--- config.mk ---
export PLATFORM = sky130hd
export DESIGN_NAME = packed_ltv_decoder_unit
export DESIGN_NICKNAME = d
export VERILOG_FILES = /design/src/rtl/pltv_pkg.sv /design/src/rtl/pltv_front.sv /design/src/rtl/pltv_queue.sv /design/src/rtl/pltv_back.sv /design/src/rtl/packed_ltv_decoder_unit.sv
export SDC_FILE = /design/constraint.sdc
export NUM_CORES = 1
export LEC_CHECK = 0
export ABC_AREA = 1
export BUFFER_PORTS_ARGS = -buffer_cell sky130_fd_sc_hd__buf_2
export CAP_MARGIN = 20
export CORE_UTILIZATION = 40
export DETAILED_ROUTE_END_ITERATION = 10
export PLACE_DENSITY = 0.55
export SYNTH_ARGS = -nofsm -noshare
export SYNTH_HDL_FRONTEND = slang
export SYNTH_HIERARCHICAL = 1
export SYNTH_SLANG_ARGS = --single-unit
--- constraint.sdc ---
create_clock -name clk -period 9.25 [get_ports clk]
set_clock_uncertainty 0.2 [all_clocks]
set_input_delay 0.4625 -clock clk [delete_from_list [all_inputs] [get_ports clk]]
set_output_delay 0.4625 -clock clk [all_outputs]
set_load 0.01 [all_outputs]
--- src/rtl/pltv_pkg.sv ---
package pltv_pkg;

	localparam int unsigned QDEPTH = 4;
	localparam int unsigned QAW    = $clog2(QDEPTH);

	typedef enum logic [1:0] {
		ST_OK    = 2'd0,
		ST_PARSE = 2'd1,
		ST_NOBUF = 2'd2
	} status_t;

	typedef struct packed {
		logic [7:0] packed_byte;
		logic [7:0] packet_length;
	} in_item_t;

	typedef struct packed {
		logic [7:0] plain_byte;
		logic       is_status;
		status_t    status;
		logic [7:0] plain_length;
	} out_item_t;

	// Work for the back end: up to two plain bytes, then an optional status.
	typedef struct packed {
		logic [1:0] n_bytes;
		logic [7:0] b0;
		logic [7:0] b1;
		logic       has_status;
		status_t    status;
		logic [7:0] plen;
	} cmd_t;

	// Bits needed to hold r-1 (smallest n with 2^n >= r).
	function automatic logic [3:0] bits_for(input logic [7:0] r);
		logic [7:0] m;
		logic [3:0] n;
		m = r - 8'd1;
		n = 4'd0;
		if (r != 8'd0) begin
			for (int i = 0; i < 8; i++) begin
				if (m[i]) begin
					n = 4'(i + 1);
				end
			end
		end
		return n;
	endfunction

endpackage

--- src/rtl/pltv_front.sv ---
module pltv_front
	import pltv_pkg::*;
(
	input  logic       clk,
	input  logic       arst_n,
	input  logic       plain_max_we,
	input  logic [7:0] plain_max_wdata,
	input  logic       accept,
	input  in_item_t   item,
	output logic       push,
	output cmd_t       cmd
);

	typedef enum logic [4:0] {
		PH_IDLE   = 5'b00001,
		PH_HEADER = 5'b00010,
		PH_ESC    = 5'b00100,
		PH_VALUE  = 5'b01000,
		PH_DROP   = 5'b10000
	} phase_t;

	phase_t     phase_q, phase_d;
	logic [7:0] plain_max_q;
	logic [7:0] bytes_left_q, bytes_left_d;
	logic [7:0] value_left_q, value_left_d;
	logic [7:0] held_length_q, held_length_d;
	logic [7:0] out_count_q, out_count_d;
	logic       first_entry_q, first_entry_d;

	logic [7:0] b;
	logic [7:0] r_h, oc_h, len_h, type_h, bl_h, oc2_h;
	logic       fe_h, esc_h, over_h, nobuf_h, do_hdr;
	logic [3:0] n_h, shift_h;
	logic [8:0] mask_h;
	logic [1:0] hdrn_h;

	assign b = item.packed_byte;

	// Header decode; from idle the packet starts fresh with this byte.
	always_comb begin
		if (phase_q == PH_IDLE) begin
			r_h  = item.packet_length;
			fe_h = 1'b1;
			oc_h = 8'd0;
		end else begin
			r_h  = bytes_left_q;
			fe_h = first_entry_q;
			oc_h = out_count_q;
		end
		n_h     = bits_for(r_h);
		shift_h = 4'd8 - n_h;
		mask_h  = (9'd1 << shift_h) - 9'd1;
		len_h   = b >> shift_h;
		type_h  = b & mask_h[7:0];
		esc_h   = (n_h != 4'd0) && ((9'(b) & mask_h) == mask_h);
		hdrn_h  = esc_h ? 2'd2 : 2'd1;
		bl_h    = r_h - 8'd1;
		oc2_h   = oc_h + 8'd2;
		over_h  = (9'(hdrn_h) + 9'(len_h)) > 9'(r_h);
		nobuf_h = (10'(oc_h) + 10'd2 + 10'(len_h)) > 10'(plain_max_q);
	end

	always_comb begin
		phase_d       = phase_q;
		bytes_left_d  = bytes_left_q;
		value_left_d  = value_left_q;
		held_length_d = held_length_q;
		out_count_d   = out_count_q;
		first_entry_d = first_entry_q;
		cmd           = '0;
		cmd.status    = ST_OK;
		do_hdr        = 1'b0;
		if (accept) begin
			unique case (phase_q)
				PH_HEADER: begin
					do_hdr = 1'b1;
				end
				PH_ESC: begin
					bytes_left_d = bytes_left_q - 8'd1;
					cmd.n_bytes  = 2'd2;
					cmd.b0       = held_length_q;
					cmd.b1       = b;
					out_count_d  = out_count_q + 8'd2;
					if (held_length_q == 8'd0) begin
						if (bytes_left_d == 8'd0) begin
							cmd.has_status = 1'b1;
							cmd.plen       = out_count_d;
							phase_d        = PH_IDLE;
						end else begin
							phase_d = PH_HEADER;
						end
					end else begin
						value_left_d = held_length_q;
						phase_d      = PH_VALUE;
					end
				end
				PH_VALUE: begin
					bytes_left_d = bytes_left_q - 8'd1;
					value_left_d = value_left_q - 8'd1;
					cmd.n_bytes  = 2'd1;
					cmd.b0       = b;
					out_count_d  = out_count_q + 8'd1;
					if (value_left_d == 8'd0) begin
						if (bytes_left_d == 8'd0) begin
							cmd.has_status = 1'b1;
							cmd.plen       = out_count_d;
							phase_d        = PH_IDLE;
						end else begin
							phase_d = PH_HEADER;
						end
					end
				end
				PH_DROP: begin
					bytes_left_d = bytes_left_q - 8'd1;
					if (bytes_left_d == 8'd0) begin
						phase_d = PH_IDLE;
					end
				end
				default: begin
					phase_d = PH_IDLE;
					if (item.packet_length == 8'd0) begin
						cmd.has_status = 1'b1;
					end else begin
						do_hdr = 1'b1;
					end
				end
			endcase

			if (do_hdr) begin
				bytes_left_d  = bl_h;
				out_count_d   = oc_h;
				first_entry_d = fe_h;
				if (over_h) begin
					// a failing first entry still reports ok, length zero
					cmd.has_status = 1'b1;
					cmd.status     = fe_h ? ST_OK : ST_PARSE;
					phase_d        = (bl_h != 8'd0) ? PH_DROP : PH_IDLE;
				end else begin
					first_entry_d = 1'b0;
					if (nobuf_h) begin
						cmd.has_status = 1'b1;
						cmd.status     = ST_NOBUF;
						phase_d        = (bl_h != 8'd0) ? PH_DROP : PH_IDLE;
					end else if (esc_h) begin
						held_length_d = len_h;
						phase_d       = PH_ESC;
					end else begin
						cmd.n_bytes = 2'd2;
						cmd.b0      = len_h;
						cmd.b1      = type_h;
						out_count_d = oc2_h;
						if (len_h == 8'd0) begin
							if (bl_h == 8'd0) begin
								cmd.has_status = 1'b1;
								cmd.plen       = oc2_h;
								phase_d        = PH_IDLE;
							end else begin
								phase_d = PH_HEADER;
							end
						end else begin
							value_left_d = len_h;
							phase_d      = PH_VALUE;
						end
					end
				end
			end
		end
	end

	assign push = accept && ((cmd.n_bytes != 2'd0) || cmd.has_status);

	always_ff @(posedge clk or negedge arst_n) begin
		if (!arst_n) begin
			phase_q       <= PH_IDLE;
			plain_max_q   <= 8'd255;
			bytes_left_q  <= 8'd0;
			value_left_q  <= 8'd0;
			held_length_q <= 8'd0;
			out_count_q   <= 8'd0;
			first_entry_q <= 1'b1;
		end else begin
			phase_q       <= phase_d;
			bytes_left_q  <= bytes_left_d;
			value_left_q  <= value_left_d;
			held_length_q <= held_length_d;
			out_count_q   <= out_count_d;
			first_entry_q <= first_entry_d;
			if (plain_max_we) begin
				plain_max_q <= plain_max_wdata;
			end
		end
	end

endmodule

--- src/rtl/pltv_queue.sv ---
module pltv_queue
	import pltv_pkg::*;
(
	input  logic clk,
	input  logic arst_n,
	input  logic push,
	input  cmd_t wr_cmd,
	input  logic pop,
	output cmd_t rd_cmd,
	output logic full,
	output logic empty
);

	cmd_t             mem_q [QDEPTH];
	logic [QAW-1:0]   wr_ptr_q, rd_ptr_q;
	logic [QAW:0]     count_q;

	assign full   = (count_q == (QAW+1)'(QDEPTH));
	assign empty  = (count_q == '0);
	assign rd_cmd = mem_q[rd_ptr_q];

	always_ff @(posedge clk) begin
		if (push) begin
			mem_q[wr_ptr_q] <= wr_cmd;
		end
	end

	always_ff @(posedge clk or negedge arst_n) begin
		if (!arst_n) begin
			wr_ptr_q <= '0;
			rd_ptr_q <= '0;
			count_q  <= '0;
		end else begin
			if (push) begin
				wr_ptr_q <= wr_ptr_q + 1'b1;
			end
			if (pop) begin
				rd_ptr_q <= rd_ptr_q + 1'b1;
			end
			if (push && !pop) begin
				count_q <= count_q + 1'b1;
			end else if (pop && !push) begin
				count_q <= count_q - 1'b1;
			end
		end
	end

	a_no_overflow: assert property (@(posedge clk) disable iff (!arst_n) !(push && full))
		else $error("queue push while full");
	a_no_underflow: assert property (@(posedge clk) disable iff (!arst_n) !(pop && empty))
		else $error("queue pop while empty");
	a_count_up: assert property (@(posedge clk) disable iff (!arst_n)
		(push && !pop) |=> (count_q == $past(count_q) + 1'b1))
		else $error("queue count did not follow push");

endmodule

--- src/rtl/pltv_back.sv ---
module pltv_back
	import pltv_pkg::*;
(
	input  logic      clk,
	input  logic      arst_n,
	input  cmd_t      head,
	input  logic      empty,
	output logic      pop,
	output logic      plain_valid,
	input  logic      plain_ready,
	output out_item_t plain_item
);

	logic [1:0] idx_q;
	logic       out_valid_q;
	out_item_t  out_q, nxt;
	logic [1:0] total;
	logic       fire, last;

	assign total = head.n_bytes + 2'(head.has_status);
	assign fire  = !empty && (!out_valid_q || plain_ready);
	assign last  = (idx_q == total - 2'd1);
	assign pop   = fire && last;

	always_comb begin
		nxt = '0;
		nxt.status = ST_OK;
		if (idx_q < head.n_bytes) begin
			nxt.plain_byte = (idx_q == 2'd0) ? head.b0 : head.b1;
		end else begin
			nxt.is_status    = 1'b1;
			nxt.status       = head.status;
			nxt.plain_length = (head.status == ST_OK) ? head.plen : 8'd0;
		end
	end

	always_ff @(posedge clk) begin
		if (fire) begin
			out_q <= nxt;
		end
	end

	always_ff @(posedge clk or negedge arst_n) begin
		if (!arst_n) begin
			idx_q       <= 2'd0;
			out_valid_q <= 1'b0;
		end else begin
			if (fire) begin
				out_valid_q <= 1'b1;
				idx_q       <= last ? 2'd0 : idx_q + 2'd1;
			end else if (plain_ready) begin
				out_valid_q <= 1'b0;
			end
		end
	end

	assign plain_valid = out_valid_q;
	assign plain_item  = out_q;

	a_idx_in_cmd: assert property (@(posedge clk) disable iff (!arst_n)
		!empty |-> (idx_q < total))
		else $error("item index past end of command");
	a_idx_clear_after_pop: assert property (@(posedge clk) disable iff (!arst_n)
		pop |=> (idx_q == 2'd0))
		else $error("item index not cleared after pop");
	a_status_last: assert property (@(posedge clk) disable iff (!arst_n)
		(fire && nxt.is_status) |-> last)
		else $error("status item not last of its command");

endmodule

--- src/rtl/packed_ltv_decoder_unit.sv ---
// Each command from the parser is registered in the command queue, then its results pass
//   through the output register to plain_item.
// Throughput: one packed byte per cycle while the 4-entry command queue has room;
//   results leave at one per cycle while plain_ready is high; a command holds up to three results.
// The output register takes a new result in the same cycle the previous one leaves.
// Reset (arst_n low, asynchronous): parser idle, queue and output empty, plain_max = 255.
module packed_ltv_decoder_unit
	import pltv_pkg::*;
(
	input  logic       clk,
	input  logic       arst_n,
	input  logic       plain_max_we,
	input  logic [7:0] plain_max_wdata,
	input  logic       packed_valid,
	output logic       packed_ready,
	input  in_item_t   packed_item,
	output logic       plain_valid,
	input  logic       plain_ready,
	output out_item_t  plain_item
);

	logic accept, push, pop, full, empty;
	cmd_t wr_cmd, head;

	assign packed_ready = !full;
	assign accept       = packed_valid && packed_ready;

	pltv_front u_front (
		.clk             (clk),
		.arst_n          (arst_n),
		.plain_max_we    (plain_max_we),
		.plain_max_wdata (plain_max_wdata),
		.accept          (accept),
		.item            (packed_item),
		.push            (push),
		.cmd             (wr_cmd)
	);

	pltv_queue u_queue (
		.clk    (clk),
		.arst_n (arst_n),
		.push   (push),
		.wr_cmd (wr_cmd),
		.pop    (pop),
		.rd_cmd (head),
		.full   (full),
		.empty  (empty)
	);

	pltv_back u_back (
		.clk         (clk),
		.arst_n      (arst_n),
		.head        (head),
		.empty       (empty),
		.pop         (pop),
		.plain_valid (plain_valid),
		.plain_ready (plain_ready),
		.plain_item  (plain_item)
	);

endmodule
==> impl_metrics.py, run 1 <==
metrics = {
    "critical_path": {
        "reg2reg_depth": 40,
        "required_ns": 9.38,
        "slowest_stage": "fa_1",
        "critPathKind": "flip-flop to flip-flop",
        "end_kind": "flip-flop",
        "slowest_delay_ns": 0.41,
        "startpoint_type": "flip-flop",
        "path_buf_inv": 9,
        "worstPathMaxFanout": 18,
        "crit_family": "adder cells",
        "worstPathArrival_ns": 8.62,
        "cp.depth": 40,
    },
    "clock_tree": {
        "numCtsBuffers": 17,
        "postCtsHoldBufs": 0,
        "cts_repair_resize_count": 0,
        "clk_latency_ns": 0.45,
        "cts_max_level": 4,
        "clock_sinks": 191,
        "cts_setup_buffers": 0,
        "clockBufferDepth": 2,
        "clk_pin_slew_ns": 0.09,
        "cts_tree": "yes",
        "cts_root_buf": "clkbuf_16",
    },
    "routing": {
        "vias": 9886,
        "drt_wl_total_mm": 31.9,
        "drc": 0,
        "detail_route.iter0.violations": 646,
        "routedWlPerCell_microns": 16.8,
        "ant_nets": 0,
        "via_per_inst": 5.21,
        "dr.pass1.iters": 5,
    },
    "cells_and_area": {
        "n_antenna_cell": 0,
        "layout-drive-gt1-share": 0.142,
        "regArea_sq_mm": 0.00547,
        "areaGrowthSynthToFinish_pct": 9.30,
        "layout.nets": 1582,
        "fill_cells": 2974,
        "multiInputGateArea_sq_mm": 0.00566,
    },
    "sta": {
        "setup_tns_ns": 0,
        "fin_crit_sh": 0.917,
        "rsz0062_at_grt": "no",
        "period_needed_ns": 8.48,
        "maxSlewHeadroom": 0.419,
        "setup_viol": 0,
        "worstMarginPinSlew_ns": 0.871,
        "timing_hold_violations_final": 18,
        "final-max-slew-violation-count": 0,
        "max_freq_mhz": 118,
        "whs_ns": -0.0213,
    },
    "die": {
        "row_count": 63,
        "die_h_microns": 178,
        "coreArea_sq_mm": 0.0300,
        "die_w_microns": 178,
        "io_pins": 50,
        "initial_core_util": 0.412,
        "dieArea_sq_mm": 0.0315,
    },
    "placement": {
        "io_buffers": 49,
        "hpwl_mm": 22.7,
        "gp_routability_congestion": 0.873,
    },
    "logic_synthesis": {
        "yosys_warnings": 6,
        "synth_flop_cell": "edfxtp_1",
        "synth_area_sq_mm": 0.0123,
        "ys_ff_latch": 191,
        "yosysTopAreaCell": "edfxtp_1",
        "async_flop_share": 0.293,
        "syn-instance-count": 1468,
        "yosysMostFrequentCell": "nand2_1",
        "syn-num-nets": 1555,
        "ys_seq_area_frac": 0.443,
        "avgSynthCellArea_sq_um": 8.40,
        "yosysTopAreaCellShare": 0.329,
        "yosys-top-cells-count": "nand2_1 (342), inv_1 (224), edfxtp_1 (135)",
        "synth_edf_count": 135,
        "synth.area.top_cells": "edfxtp_1 (33%), nand2_1 (10%), dfrtp_1 (9.3%)",
        "synth_cell_type_count": 62,
    },
    "grt": {
        "grt_pass1_wl_mm": 51.1,
        "grt_pass1_vias": 9389,
        "grt-ovfl-total": 0,
        "antenna_found_initial": 0,
        "globalRouteTotalUtil": 0.211,
        "grt_max_degree": 66,
    },
    "run_status": {
        "run_status": "complete, but fails checks",
        "failed_checks": "negative hold slack",
    },
    "job": {
        "drv_cap": 0,
    },
    "worst_hold_path": {
        "worstHoldPathType": "input pin to asynchronous set/reset pin",
    },
}
## metrics by stage
stage | utilization | worst slack [ns] | std cells | hold WS (ns) | instance area (sq um)
2_1_floorplan | - | 1.66 | 1468 | -0.0331 | 12300
3_3_place_gp | 0.429 | 1.13 | 1866 | 0.273 | 12900
3_5_place_dp | 0.429 | 0.882 | 1866 | 0.280 | 12900
4_1_cts | 0.450 | 0.835 | 1898 | 0.00249 | 13500
5_1_grt | 0.450 | 0.0310 | 1898 | 0.0304 | 13500
6_report | 0.450 | 0.769 | 1898 | -0.0213 | 13500
## per-layer routing
layer  vias up  share of wire  global-route usage
met3        38          0.043              0.0313
li1       4939              -                   -
met1      4676           0.46               0.284
met5         -              0                   0
met4         0          0.019              0.0602
met2       233           0.47               0.352
## sequential cells by signal (all words and copies together) (netlist names)
register and cells:
u_back/idx_q 2, u_back/plain_item 19, u_back/plain_valid 1, u_front/bytes_left_q 8
u_front/first_entry_q 1, u_front/held_length_q 8, u_front/out_count_q 8, u_front/phase_q 5
u_front/plain_max_q 8, u_front/value_left_q 8, u_queue/count_q 3, u_queue/mem_q 116
u_queue/rd_ptr_q 2, u_queue/wr_ptr_q 2
## logic make-up after synthesis
group / Yosys count / share of synthesized area
AOI/OAI and AO/OA: 258 / 0.139
xor gates and xnor gates: 32 / 0.0233
adders and majority gates: 58 / 0.0607
buffers and inverters: 293 / 0.0978
DFF: 191 / 0.443
muxes: 2 / 0.00173
and+or+nand+nor: 634 / 0.234
## path summary, 6_finish.rpt
kind,endpoint,slack (ns),start
setup / recovery,u_queue/count_q[1]$_DFFE_PN0P_,0.77,u_front/phase_q[4]$_DFFE_PN0P_
hold / removal,u_front/value_left_q[4]$_DFFE_PN0P_,-0.02,arst_n
setup reg to reg,u_queue/count_q[1]$_DFFE_PN0P_,0.77,u_front/phase_q[4]$_DFFE_PN0P_
hold reg to reg,u_front/phase_q[0]$_DFFE_PN1P_,0.29,u_front/phase_q[0]$_DFFE_PN1P_
max in group asynchronous,u_queue/rd_ptr_q[0]$_DFFE_PN0P_,8.25,arst_n
min in group clk,u_front/plain_max_q[4]$_DFFE_PN1P_,0.03,plain_max_wdata[4]
## cell usage in the layout, fill, tap and decap left out, types with 16 or more instances in the layout
cell       instances
xor2_1            26
o211ai_2          20
nor2_1           104
clkbuf_16         21
nor3_1            16
inv_1            224
dfrtp_1           45
nand4_1           25
nand2_1          342
nand3_1           76
edfxtp_1         135
nand2_2           25
o21ai_1           23
buf_2             49
a21oi_1           53
o21ai_0           69
ha_1              55
o211ai_1          43
## layout make-up
type | count | share of cell area
Sequential cell | 191 | 0.406
Timing Repair Buffer | 61 | 0.0249
Tap cell | 390 | 0.0362
Clock inverter | 9 | 0.00641
Multi-Input combinational cell | 984 | 0.420
Clock buffer | 23 | 0.0396
Inverter | 240 | 0.0672
Power of run 1 is not shown: default switching activity piles up to over one toggle a cycle in this logic, so the estimate is an artifact.
==> run 2: changes to the inputs <==
Settings changed: CELL_PAD_IN_SITES_DETAIL_PLACEMENT set to 1, CELL_PAD_IN_SITES_GLOBAL_PLACEMENT set to 2, CORE_UTILIZATION 40 to 39, PLACE_DENSITY 0.55 to 0.8.
==> run 2 against run 1 <==
The run ends with design-rule violations, negative hold slack left; cell area is 0.82% higher; sequential share of layout area is 0.33 points lower; fmax is 0.57% lower; first-iteration DRC count is 17% lower; critical endpoint unchanged; highest routed layer unchanged.
==> impl_metrics.py, run 2 (synthesis results as in run 1) <==
metrics = {
    "routing": {
        "vias": 9943,
        "via_per_inst": 5.20,
        "detail_route.iter0.violations": 534,
        "drt_wl_total_mm": 35.3,
        "dr.pass1.iters": 7,
        "drc": 6,
        "routedWlPerCell_microns": 18.5,
        "ant_nets": 0,
    },
    "critical_path": {
        "cp-startpoint": "u_front/phase_q[0]$_DFFE_PN1P_",
        "reg2reg_depth": 49,
        "worstPathArrival_ns": 8.69,
        "end_kind": "flip-flop",
        "critPathKind": "flip-flop to flip-flop",
        "startpoint_type": "flip-flop",
        "crit_top_cell": "nand2_1",
        "path_buf_inv": 6,
        "crit_family": "simple AND/OR/NAND/NOR gates",
        "cp.depth": 49,
        "r2r-end": "u_queue/count_q[1]$_DFFE_PN0P_",
        "worst-r2r-setup-slack_ns": 0.72,
        "worstPathMaxFanout": 18,
        "slowest_delay_ns": 0.56,
        "slowest_stage": "dfstp_2",
        "endpoint": "u_queue/count_q[1]$_DFFE_PN0P_",
        "worstReg2RegStart": "u_front/phase_q[0]$_DFFE_PN1P_",
        "required_ns": 9.41,
    },
    "cells_and_area": {
        "n_antenna_cell": 0,
        "areaGrowthSynthToFinish_pct": 10.2,
        "fill_cells": 3686,
        "layout-drive-gt1-share": 0.148,
        "design_area_sq_mm": 0.0136,
        "top_register": "u_queue/mem_q",
        "layout_commonest_cell": "nand2_1",
        "layout.nets": 1590,
        "layout_common_cells": "nand2_1 (342), inv_1 (223), edfxtp_1 (135)",
        "largest_reg_flops": 116,
        "fin_util": 0.441,
    },
    "worst_hold_path": {
        "worstHoldPathType": "input pin to asynchronous set/reset pin",
    },
    "sta": {
        "fin_crit_sh": 0.922,
        "timing_hold_violations_final": 12,
        "max_freq_mhz": 117,
        "worst_slack_ns": 0.720,
        "setup_tns_ns": 0,
        "maxSlewHeadroom": 0.350,
        "setup_viol": 0,
        "worstMarginPinSlew_ns": 0.975,
        "final-max-slew-violation-count": 0,
        "whs_ns": -0.0260,
        "period_needed_ns": 8.53,
    },
    "grt": {
        "grt_pass1_vias": 10200,
        "antenna_found_initial": 0,
        "globalRouteTotalUtil": 0.226,
        "grt_pass1_wl_mm": 56.9,
        "grt-ovfl-total": 0,
        "grt_max_degree": 93,
    },
    "die": {
        "coreArea_sq_mm": 0.0308,
        "dieArea_sq_mm": 0.0323,
        "row_count": 64,
        "io_pins": 50,
        "initial_core_util": 0.400,
        "die_h_microns": 180,
        "die_w_microns": 180,
    },
    "clock_tree": {
        "cts_root_buf": "clkbuf_16",
        "cts_tree": "yes",
        "numCtsBuffers": 17,
        "clk_pin_slew_ns": 0.08,
        "clock_sinks": 191,
        "clockBufferDepth": 2,
        "cts_max_level": 4,
        "clk_latency_ns": 0.46,
    },
    "placement": {
        "pre_cts_slack_ns": 0.606,
        "gp_routability_congestion": 0.843,
        "dpl-instance-area_sq_mm": 0.0129,
        "io_buffers": 49,
        "hpwl_mm": 25.6,
    },
    "run_status": {
        "failed_checks": "design-rule violations, negative hold slack",
        "run_status": "complete, but fails checks",
    },
    "job": {
        "drv_cap": 0,
    },
}
run 2: cell count changes in the layout (fill, tap and decap cells not counted), sizes merged:
cell         change
bufinv           +1
nand3            +1
clkinvlp         +2
clkbuf           -6
inv              +3
buf              +4
dlygate4sd3      +3
run 2: metrics by stage:
| stage | hold slack, ns | cells |
|---|---|---|
| 3_5_place_dp | 0.285 | 1873 |
| 4_1_cts | 0.000338 | 1908 |
| 6_report | -0.0260 | 1912 |
| 2_1_floorplan | -0.0331 | 1468 |
| 5_1_grt | 0.0231 | 1912 |
| 3_3_place_gp | 0.271 | 1873 |
run 2: how the worst min path moves through the flow:
stage | depth (start not counted) | from | slack [ns] | to
detailed placement | 2 | u_front/phase_q[0]$_DFFE_PN1P_ | 0.29 | u_front/phase_q[0]$_DFFE_PN1P_
global placement | 2 | u_back/plain_valid$_DFFE_PN0P_ | 0.27 | u_back/plain_valid$_DFFE_PN0P_
CTS | 3 | plain_max_wdata[4] | 0.0003 | u_front/plain_max_q[4]$_DFFE_PN1P_
global route | 3 | plain_max_wdata[4] | 0.02 | u_front/plain_max_q[4]$_DFFE_PN1P_
floorplan | 0 | arst_n | -0.03 | u_back/idx_q[0]$_DFFE_PN0P_
finish | 2 | arst_n | -0.03 | u_back/idx_q[1]$_DFFE_PN0P_
run 2: what timing repair did:
item	CTS	global route
hold buffers	3	0
hold endpoints to repair	3	0
resized for setup	0	7
setup endpoints to repair	0	118
setup buffers	0	3
run 2: per-layer routing:
layer  track usage  wire [microns]  vias up
met3        0.0286             824       44
met1         0.299           16700     4821
met4        0.0766             860        0
li1              -               -     4943
met2         0.381           16900      135
met5             0               0        -
run 2: area by class of cell:
| cell class | instances | area, sq um | area share |
|---|---|---|---|
| tap | 396 | 495 | 0.0365 |
| multi-input combinational | 985 | 5700 | 0.420 |
| inverter | 240 | 910 | 0.0670 |
| sequential | 191 | 5470 | 0.403 |
| timing repair buffer | 68 | 395 | 0.0291 |
| clock buffer | 17 | 425 | 0.0313 |
| clock inverter | 15 | 189 | 0.0139 |
Power of run 2 is left out for the same reason.
